<file path="src/rtl/lkv_pkg.sv">
// ----------------------------------------------------------------------------
// lkv_pkg: shared types and constants for the LRU key-value cache
// Store depth, field widths, command codes and the structs passed along the
// cell row.
// ----------------------------------------------------------------------------
package lkv_pkg;

	localparam int DEPTH   = 16;
	localparam int IDX_W   = $clog2(DEPTH);
	localparam int OCC_W   = $clog2(DEPTH + 1);
	localparam int CAP_W   = 5;
	localparam int KEY_W   = 32;
	localparam int VAL_W   = 32;
	localparam int STAMP_W = 32;

	typedef enum logic {
		CMD_ADD    = 1'b0,
		CMD_ACCESS = 1'b1
	} cmd_t;

	// search token walking the cell row
	typedef struct packed {
		logic               valid;
		cmd_t               cmd;
		logic [KEY_W-1:0]   key;
		logic [VAL_W-1:0]   value;
		logic [STAMP_W-1:0] stamp;
		logic               found;
		logic [IDX_W-1:0]   found_idx;
		logic [VAL_W-1:0]   found_value;
		logic               have_min;
		logic [STAMP_W-1:0] min_stamp;
		logic [IDX_W-1:0]   min_idx;
	} tok_t;

	// write-back broadcast to every cell
	typedef struct packed {
		logic               en;
		logic               load;
		logic [IDX_W-1:0]   idx;
		logic [KEY_W-1:0]   key;
		logic [VAL_W-1:0]   value;
		logic [STAMP_W-1:0] stamp;
	} wr_t;

endpackage

</file>
<file path="src/rtl/lkv_cell.sv">
// ----------------------------------------------------------------------------
// lkv_cell: one slot of the LRU key-value cache
// Holds one key, value and use stamp; folds its entry into the passing
// search token and registers the token for the next cell.
// ----------------------------------------------------------------------------
module lkv_cell (
	input  logic                        clk,
	input  logic                        arst_n,
	input  logic [lkv_pkg::IDX_W-1:0]   idx,
	input  logic [lkv_pkg::OCC_W-1:0]   occ,
	input  logic                        advance,
	input  lkv_pkg::tok_t               tok_in,
	output lkv_pkg::tok_t               tok_out,
	input  lkv_pkg::wr_t                wr
);

	logic [lkv_pkg::KEY_W-1:0]   key_q;
	logic [lkv_pkg::VAL_W-1:0]   value_q;
	logic [lkv_pkg::STAMP_W-1:0] stamp_q;
	lkv_pkg::tok_t               tok_q;
	lkv_pkg::tok_t               tok_nxt;
	logic                        active;

	assign active = lkv_pkg::OCC_W'(idx) < occ;

	always_comb begin
		tok_nxt = tok_in;
		if (tok_in.valid && active) begin
			// first match wins
			if (!tok_in.found && key_q == tok_in.key) begin
				tok_nxt.found       = 1'b1;
				tok_nxt.found_idx   = idx;
				tok_nxt.found_value = value_q;
			end
			// strict less keeps the lowest slot on equal stamps
			if (!tok_in.have_min || stamp_q < tok_in.min_stamp) begin
				tok_nxt.have_min  = 1'b1;
				tok_nxt.min_stamp = stamp_q;
				tok_nxt.min_idx   = idx;
			end
		end
	end

	always_ff @(posedge clk or negedge arst_n) begin
		if (!arst_n) begin
			tok_q.valid <= 1'b0;
		end else if (advance) begin
			tok_q <= tok_nxt;
		end
	end

	always_ff @(posedge clk) begin
		if (wr.en && wr.idx == idx) begin
			stamp_q <= wr.stamp;
			if (wr.load) begin
				key_q   <= wr.key;
				value_q <= wr.value;
			end
		end
	end

	assign tok_out = tok_q;

endmodule

</file>
<file path="src/rtl/lru_key_value_cache.sv">
// ----------------------------------------------------------------------------
// lru_key_value_cache: fully associative key-value store, LRU replacement
// A row of DEPTH cells, each holding one entry. A search token walks the
// row one cell per cycle unless a stalled result holds the row, collecting
// the matching slot and the oldest stamp; a write-back then updates the chosen slot.
// ----------------------------------------------------------------------------
//
//  channel  | handshake            | payload
//  ---------+----------------------+------------------------------------
//  in       | in_valid / in_stall  | command, key, value
//  out      | out_valid / out_stall| hit, data (access requests only)
//  cfg      | cfg_wen              | cfg_wdata -> capacity
//
//  Each request passes the launch register and then the DEPTH cells of the
//  row; its write-back also launches the next request.
//  One request is in flight at a time; the next is accepted in the
//  write-back cycle of the previous one.
//  Reset clears occupancy, the use counter and capacity (to 16); entries
//  are undefined until written and never read before that.
//  A stalled result holds the token at the end of the row, so an access
//  cannot finish until the output register is free.
// ----------------------------------------------------------------------------
module lru_key_value_cache (
	input  logic                          clk,
	input  logic                          arst_n,
	// configuration
	input  logic                          cfg_wen,
	input  logic [lkv_pkg::CAP_W-1:0]     cfg_wdata,
	// request channel
	input  logic                          in_valid,
	output logic                          in_stall,
	input  logic                          command,
	input  logic [lkv_pkg::KEY_W-1:0]     key,
	input  logic signed [lkv_pkg::VAL_W-1:0] value,
	// result channel
	output logic                          out_valid,
	input  logic                          out_stall,
	output logic                          hit,
	output logic signed [lkv_pkg::VAL_W-1:0] data
);

	localparam int DEPTH = lkv_pkg::DEPTH;

	logic [lkv_pkg::CAP_W-1:0]   cap_q;
	logic [lkv_pkg::OCC_W-1:0]   occ_q;
	logic [lkv_pkg::OCC_W-1:0]   cap_eff;
	logic [lkv_pkg::STAMP_W-1:0] use_q;
	logic [lkv_pkg::STAMP_W-1:0] use_nxt;
	logic                        busy_q;
	logic                        out_valid_q;
	logic                        hit_q;
	logic [lkv_pkg::VAL_W-1:0]   data_q;
	lkv_pkg::tok_t               tok_q;
	lkv_pkg::tok_t               chain [DEPTH+1];
	lkv_pkg::tok_t               last;
	lkv_pkg::wr_t                wr;
	logic                        accept;
	logic                        finish;
	logic                        advance;
	logic                        full;
	logic                        is_add;
	logic [DEPTH:0]              tok_valids;

	// capacity of zero acts as one, above DEPTH acts as DEPTH
	always_comb begin
		if (cap_q == '0) begin
			cap_eff = lkv_pkg::OCC_W'(1);
		end else if (int'(cap_q) > DEPTH) begin
			cap_eff = lkv_pkg::OCC_W'(DEPTH);
		end else begin
			cap_eff = lkv_pkg::OCC_W'(cap_q);
		end
	end

	// counter saturates at all ones
	assign use_nxt = (use_q == '1) ? use_q : use_q + 1'b1;

	assign last    = chain[DEPTH];
	assign is_add  = last.cmd == lkv_pkg::CMD_ADD;
	// an access may finish only when the result register can take it
	assign finish  = last.valid && (is_add || !out_valid_q || !out_stall);
	// hold the whole row while the token waits at its end
	assign advance = !(last.valid && !finish);
	assign in_stall = busy_q && !finish;
	assign accept  = in_valid && !in_stall;
	assign full    = occ_q >= cap_eff;

	// launch register feeding the first cell
	always_ff @(posedge clk or negedge arst_n) begin
		if (!arst_n) begin
			tok_q.valid <= 1'b0;
		end else if (accept) begin
			tok_q.valid       <= 1'b1;
			tok_q.cmd         <= lkv_pkg::cmd_t'(command);
			tok_q.key         <= key;
			tok_q.value       <= value;
			tok_q.stamp       <= use_nxt;
			tok_q.found       <= 1'b0;
			tok_q.found_idx   <= '0;
			tok_q.found_value <= '0;
			tok_q.have_min    <= 1'b0;
			tok_q.min_stamp   <= '0;
			tok_q.min_idx     <= '0;
		end else if (advance) begin
			tok_q.valid <= 1'b0;
		end
	end

	assign chain[0] = tok_q;

	for (genvar i = 0; i < DEPTH; i++) begin : g_cell
		lkv_cell u_cell (
			.clk     (clk),
			.arst_n  (arst_n),
			.idx     (lkv_pkg::IDX_W'(i)),
			.occ     (occ_q),
			.advance (advance),
			.tok_in  (chain[i]),
			.tok_out (chain[i+1]),
			.wr      (wr)
		);
	end

	// write-back: update a matching slot, else on an add insert or evict the oldest
	always_comb begin
		wr.en    = finish && (is_add || last.found);
		wr.load  = is_add;
		wr.key   = last.key;
		wr.value = last.value;
		wr.stamp = last.stamp;
		if (last.found) begin
			wr.idx = last.found_idx;
		end else if (full) begin
			wr.idx = last.min_idx;
		end else begin
			wr.idx = occ_q[lkv_pkg::IDX_W-1:0];
		end
	end

	always_ff @(posedge clk or negedge arst_n) begin
		if (!arst_n) begin
			cap_q  <= lkv_pkg::CAP_W'(16);
			occ_q  <= '0;
			use_q  <= '0;
			busy_q <= 1'b0;
		end else begin
			if (cfg_wen) begin
				cap_q <= cfg_wdata;
			end
			if (accept) begin
				use_q <= use_nxt;
			end
			// grow occupancy only on a fresh insert below capacity
			if (finish && is_add && !last.found && !full) begin
				occ_q <= occ_q + 1'b1;
			end
			if (accept) begin
				busy_q <= 1'b1;
			end else if (finish) begin
				busy_q <= 1'b0;
			end
		end
	end

	// result register
	always_ff @(posedge clk or negedge arst_n) begin
		if (!arst_n) begin
			out_valid_q <= 1'b0;
		end else if (finish && !is_add) begin
			out_valid_q <= 1'b1;
		end else if (!out_stall) begin
			out_valid_q <= 1'b0;
		end
	end

	always_ff @(posedge clk) begin
		if (finish && !is_add) begin
			hit_q  <= last.found;
			data_q <= last.found ? last.found_value : '1;
		end
	end

	assign out_valid = out_valid_q;
	assign hit       = hit_q;
	assign data      = data_q;

	for (genvar j = 0; j <= DEPTH; j++) begin : g_vld
		assign tok_valids[j] = chain[j].valid;
	end

	// at most one request travels the row
	a_one_token: assert property (@(posedge clk) disable iff (!arst_n)
		$onehot0(tok_valids))
		else $error("more than one token in the cell row");

	// no token without a request in flight
	a_idle_empty: assert property (@(posedge clk) disable iff (!arst_n)
		!busy_q |-> tok_valids == '0)
		else $error("token present while idle");

	// occupancy stays within the store
	a_occ_bound: assert property (@(posedge clk) disable iff (!arst_n)
		int'(occ_q) <= DEPTH)
		else $error("occupancy beyond depth");

	// use counter never goes backwards
	a_use_mono: assert property (@(posedge clk) disable iff (!arst_n)
		use_q >= $past(use_q))
		else $error("use counter decreased");

endmodule

</file>
<file path="config.mk">
export PLATFORM = sky130hd
export DESIGN_NAME = lru_key_value_cache
export DESIGN_NICKNAME = d
export VERILOG_FILES = /design/src/rtl/lkv_pkg.sv /design/src/rtl/lkv_cell.sv /design/src/rtl/lru_key_value_cache.sv
export SDC_FILE = /design/constraint.sdc
export NUM_CORES = 2
export LEC_CHECK = 0
export ABC_AREA = 1
export ABC_CLOCK_PERIOD_IN_PS = 208400
export BUFFER_PORTS_ARGS = -buffer_cell sky130_fd_sc_hd__buf_2
export CAP_MARGIN = 40
export CORE_UTILIZATION = 25
export CTS_BUF_LIST = sky130_fd_sc_hd__clkbuf_4 sky130_fd_sc_hd__clkbuf_8
export DETAILED_ROUTE_END_ITERATION = 8
export PLACE_DENSITY_LB_ADDON = 0.15
export SLEW_MARGIN = 20
export SYNTH_ARGS = -nofsm -noshare
export SYNTH_HDL_FRONTEND = slang
export SYNTH_SLANG_ARGS = --single-unit
</file>
<file path="constraint.sdc">
create_clock -name clk -period 208.4 [get_ports clk]
set_input_delay 20.84 -clock clk [delete_from_list [all_inputs] [get_ports clk]]
set_output_delay 20.84 -clock clk [all_outputs]
set_load 0.005 [all_outputs]
</file>
* Word level (Yosys, flattened, before mapping)
Index checks and enable logic that the tools add are counted.
** Word-level totals
- Bits in registers :: 4426
- Output and inout port bits :: 35
- Word-level logic and storage cells :: 493
** Cells by class
- Add/subtract/negate cells :: 2
- Order comparisons :: 33
- Equality and inequality tests :: 34
- Mux-type cells :: 57
- Bitwise operators :: 2
- Reductions and logical operators :: 132
** Operator list (count)
- 37-bit two-way mux :: 31
- 74-bit two-way mux :: 15
- 32-bit equality test :: 16
- 32-bit less-than comparator :: 15
- 1-bit logical AND :: 56
- 4-bit by 5-bit less-than comparator with 1-bit output (first input constant) :: 8
- 2-bit AND reduction :: 19
- 1-bit zero test :: 36
- 32-bit by 1-bit adder with 32-bit output (second input constant) :: 1
- 32-bit equality test (second input constant) :: 1
- 4-bit equality test (second input constant) :: 8
- 32-bit two-way mux :: 1
- 3-bit by 5-bit less-than comparator with 1-bit output (first input constant) :: 4
- 1-bit logical OR :: 18
- 4-bit by 3-bit equality test with 1-bit output (second input constant) :: 4
- 1-bit by 5-bit less-than comparator with 1-bit output (first input constant) :: 2
- 2-bit by 5-bit less-than comparator with 1-bit output (first input constant) :: 2
- 5-bit two-way mux :: 2
- 4-bit by 2-bit equality test with 1-bit output (second input constant) :: 2
- 4-bit two-way mux :: 2
- 1-bit two-way mux :: 6
- 5-bit by 1-bit adder with 5-bit output (second input constant) :: 1
- 5-bit greater-or-equal comparator :: 1
- 5-bit > comparator (second input constant) :: 1
- other kinds (7) :: 8

* Longest topological paths before layout
- Depth after elaboration :: 9
- Gate-level depth with buffers :: 17
- Depth with buffers taken out :: 16

* Modules after synthesis
A second synthesis with hierarchy kept.
** Unflattened totals
- Cells, all modules :: 12483
- Area, all modules :: 179551.0 µm²
** Modules (own cells, without submodules)
- lkv_cell (g_cell[0].u_cell ...) :: times used 12, cells each 739, area each 10772.8 µm², seq. area each 8042.7 µm²
- lkv_cell (g_cell[7].u_cell ...) :: times used 3, cells each 736, area each 10691.5 µm², seq. area each 8042.7 µm²
- lkv_cell (g_cell[13].u_cell) :: times used 1, cells each 740, area each 10777.8 µm², seq. area each 8042.7 µm²
- lru_key_value_cache :: times used 1, cells each 667, area each 7424.6 µm², seq. area each 5031.1 µm²

* Least setup slack after synthesis
Ideal clock, no wire load.
- Path kind :: input to register
- Start :: input port out_stall
- End :: register g_cell[0].u_cell.tok_q, in the netlist g_cell[0].u_cell.tok_out[100] (enable)
- Library setup time :: 5814 ps
- Data arrival time :: 131656 ps
- Data required time :: 202586 ps
- Setup slack :: 70930 ps
- Cell stages on the path :: 6
- Buffers on the path :: 1
- Cell sequence :: inv_1 > nor3_1 > inv_1 > nor2_1 > clkbuf_1 > nor2_1
** Between the ends
- Cells in the longest elaborated chain, start to end :: 7
** Ends and longest elaborated chain
- start: declaration :: line lru_key_value_cache.sv:37 : input logic out_stall,
- 1-bit zero test
- 1-bit logical OR :: line lru_key_value_cache.sv:81 : assign finish = last.valid && (is_add || !out_valid_q || !out_stall);
- 1-bit logical AND :: line lru_key_value_cache.sv:81
- 1-bit zero test :: line lru_key_value_cache.sv:83 : assign advance = !(last.valid && !finish);
- 1-bit logical AND :: line lru_key_value_cache.sv:83
- 1-bit inverter (no source line)
- 2-bit AND reduction (no source line)
- end signal: assignment :: line lkv_cell.sv:48 : tok_q <= tok_nxt;
- end: declaration :: line lkv_cell.sv:20 : lkv_pkg::tok_t tok_q;
No other way between the ends.
A chain may end at the register's enable or synchronous reset.

* Worst setup path in the final report
- Start :: input port out_stall
- End :: output port in_stall
** Between the ends
- Cells in the longest elaborated chain, start to end :: 5
** Ends and longest elaborated chain
- 1-bit zero test
- 1-bit logical OR :: line lru_key_value_cache.sv:81
- 1-bit logical AND :: line lru_key_value_cache.sv:81
- 1-bit zero test :: line lru_key_value_cache.sv:84 : assign in_stall = busy_q && !finish;
- 1-bit logical AND :: line lru_key_value_cache.sv:84
- end: declaration :: line lru_key_value_cache.sv:31 : output logic in_stall,
No other way between the ends.

==> flow_summary.toml <==
[synthesis]
synth_flop_cell = "edfxtp_1"
async_flop_share_pct = 1.386
synth-seq-cells = 4400
ys_warn_count = 0
syn-instance-count = 11410
synth.distinct_cells = 45
syn_area_sq_um = 167900
ys_seq_area_share_pct = 78.53
syn_nets = 11950
syn_avg_cell_area_sq_um = 14.72
synth_area_leader_cell = "edfxtp_1"
synthTopCellsByArea = "edfxtp_1 (78%), nand2_1 (5.7%), ha_1 (3.5%), inv_1 (2.3%), nand3_1 (1.7%)"
yosysTopAreaCellShare_pct = 77.62
synth_edf_count = 4339

[clock_tree]
clk_path_buf_depth = 4
clock-root-buffer = "clkbuf_8"
cts.sinks = 4400
htreeDepth = 6
clk_latency_ns = 1.28
cts_resized = 0
cts_tree = "yes"
cts_made_buffers = 776
path_clk_slew_ns = 0.06
cts_setup_buffers = 0
postCtsHoldBufs = 0

[global_routing]
grt_pass1_wl_um = 618100
grt_pass1_vias = 89170
antenna_found_initial = 51
grt_busiest_layer = "met2"
grt_max_degree = 178
grtUsageMet3_pct = 2.005
grt.overflow.total = 0
track_usage_pct = 12.21
use_met1_pct = 17.26
use_met2_pct = 19.36

[die]
dieArea_sq_um = 674700
io-pin-count = 110
start_util_pct = 25.12
die_w_um = 821.4
fp.coreArea_sq_um = 668100
die-height_um = 821.4
rows = 300

[outcome]
status = "finished clean"

[route]
vias_per_cell = 4.026
remaining_drc_errors = 0
wl_um = 424100
vias = 87920
drt_iter0_markers = 6378
firstDrtPassIters = 6
wl_per_cell_um = 19.42
ant_nets = 0

[placement]
gp_congestion = 0.7550
post-place-cells = 20410
hpwl_um = 274000
portBuffers = 109

[layout]
fillCellCount = 67350
drive_above_1_share_pct = 14.00
nets = 12850
finalNonFillerCells = 21840
area_growth_pct = 17.48

[sta]
relSlewSlack_pct = 28.73
clock_skew_ns = 0.1110
fin_crit_ns = 42.51
worstMarginPinSlew_ns = 1.069
whs_ns = 0.3124
hold_viol = 0
final_max_slew_viol_count = 0
setup_viol = 0
rsz0062_at_grt = "false"
period_share_pct = 20.40
finalSetupTns_ns = 0
max_freq_ghz = 0.02352

[setup_path]
arrival_ns = 21.67
start_kind = "input pin"
crit_path_end_kind = "output port"
cp_max_fo = 3
cp.required_ns = 187.56
criticalPathCategory = "input pin to output port"

[pwr]
p_leak_nw = 73.52
powerDensity_nw_per_um2 = 10.41
power_mw = 2.054
peakVddDrop_v = 0.000006500

[hold_path]
hold_path.class = "flop to flop"

[job]
maxCapViolCount = 0
==> cell usage after synthesis, types with 54 or more instances <==
library cell  number
nand2_1         2566
xnor2_1          321
o21a_1            54
ha_1             472
nor2_1           350
edfxtp_1        4339
nand4_1          444
o21ai_0          174
dfrtp_1           60
a21oi_1          260
nor3_1            73
inv_1           1049
xor2_1           112
clkbuf_1         238
buf_2             65
nand3_1          579
or2_2             66
==> final cells by class <==
type | instances | area, sq um | area share [%]
antenna | 19 | 47.55 | 0.02411
tap | 8909 | 11150 | 5.653
clock buffer | 1117 | 13330 | 6.759
timing repair buffer | 423 | 3941 | 1.999
multi-input combinational | 5621 | 31030 | 15.74
clock inverter | 272 | 1833 | 0.9295
sequential | 4400 | 131800 | 66.85
inverter | 1078 | 4046 | 2.052
==> state kept, by name, summed over array words and instances, names as in the netlist <==
signal	flops
busy_q	1
occ_q	5
cap_q	5
g_cell.u_cell.value_q	512
use_q	32
hit	1
g_cell.u_cell.stamp_q	512
g_cell.u_cell.key_q	512
chain	98
data	32
g_cell.u_cell.tok_out	2689
out_valid	1
==> through the flow <==
step | setup slack [ns] | util (%) | area (sq um)
6_report | 165.89 | 29.51 | 197200
5_1_grt | 165.82 | 29.51 | 197200
4_1_cts | 165.89 | 29.46 | 196800
3_5_place_dp | 165.90 | 27.19 | 181700
3_3_place_gp | 165.78 | 26.99 | 180300
2_1_floorplan | 70.93 | - | 167900
==> path summary, 6_finish.rpt <==
| check | from | endpoint | slack, ns | cells after the start |
|---|---|---|---|---|
| max in group asynchronous | arst_n | use_q[15] | 188.10 | 3 |
| worst max-delay path | out_stall | in_stall | 165.89 | 8 |
| worst max register to register | g_cell[15].u_cell.tok_out[170] | g_cell[13].u_cell.tok_out[145] | 202.37 | 14 |
| worst min register to register | g_cell[10].u_cell.tok_out[134] | g_cell[11].u_cell.tok_out[134] | 0.31 | 0 |
| worst min-delay path | g_cell[10].u_cell.tok_out[134] | g_cell[11].u_cell.tok_out[134] | 0.31 | 0 |
| min in group asynchronous | arst_n | cap_q[2] | 19.40 | 1 |
==> cells in the final DEF, fill, tap and decap left out, types with 10 or more instances in the layout <==
| cell | n |
|---|---|
| clkinvlp_4 | 13 |
| nor2_4 | 24 |
| xnor2_1 | 321 |
| nor2_1 | 321 |
| inv_1 | 1047 |
| edfxtp_1 | 4339 |
| xor2_1 | 112 |
| buf_2 | 110 |
| ha_1 | 472 |
| o21ai_0 | 174 |
| nor4_1 | 11 |
| a21oi_1 | 260 |
| bufinv_16 | 10 |
| dfrtp_1 | 60 |
| nor2_2 | 23 |
| nand2_1 | 2565 |
| clkinv_2 | 35 |
| inv_12 | 10 |
| nor3_2 | 15 |
| nand3_1 | 574 |
| clkbuf_8 | 790 |
| buf_8 | 48 |
| buf_12 | 16 |
| inv_2 | 15 |
| clkbuf_4 | 327 |
| o21ai_1 | 18 |
| inv_6 | 17 |
| nand3_2 | 11 |
| or2_2 | 66 |
| nor3_1 | 58 |
| buf_4 | 225 |
| buf_16 | 24 |
| o21a_1 | 54 |
| diode_2 | 19 |
| nand4_1 | 444 |
| a31oi_1 | 11 |
| o22ai_1 | 28 |
| clkinv_1 | 181 |
| a21boi_0 | 12 |
==> power breakdown <==
part           switching (mW)  internal [mW]  total, mW
Sequential             0.0345           1.06       1.09
Clock                   0.365          0.424      0.790
Combinational           0.125         0.0485      0.173
Total                   0.524           1.53       2.05
==> per-layer routing <==
layer	vias to the layer above	part of all wire, %
li1	42480	-
met4	2	2.7
met1	42820	47
met2	1894	45
met3	734	4.8
met5	-	0.0031
==> critical path, stage by stage <==
cell,delay (ns)
buf_2,0.09
inv_1,0.05
nor3_1,0.13
inv_1,0.10
nand2_1,0.10
nand2_1,0.07
inv_1,0.15
buf_2,0.15
==> logic make-up (layout without fill, tap and decap cells) <==
group                      after synthesis  after routing  share of synthesized area, %
DFF                                   4400           4400                         78.53
and+or+nand+nor                       4132           4132                         10.63
buffers and inverters                 1384           2890                         3.143
AOI/OAI and AO/OA                      584            584                         1.919
adders and majority gates              472            472                         3.518
xor gates and xnor gates               433            433                         2.259
other                                    0             19                             0
Note: power is estimated with default switching activity, not from simulation.
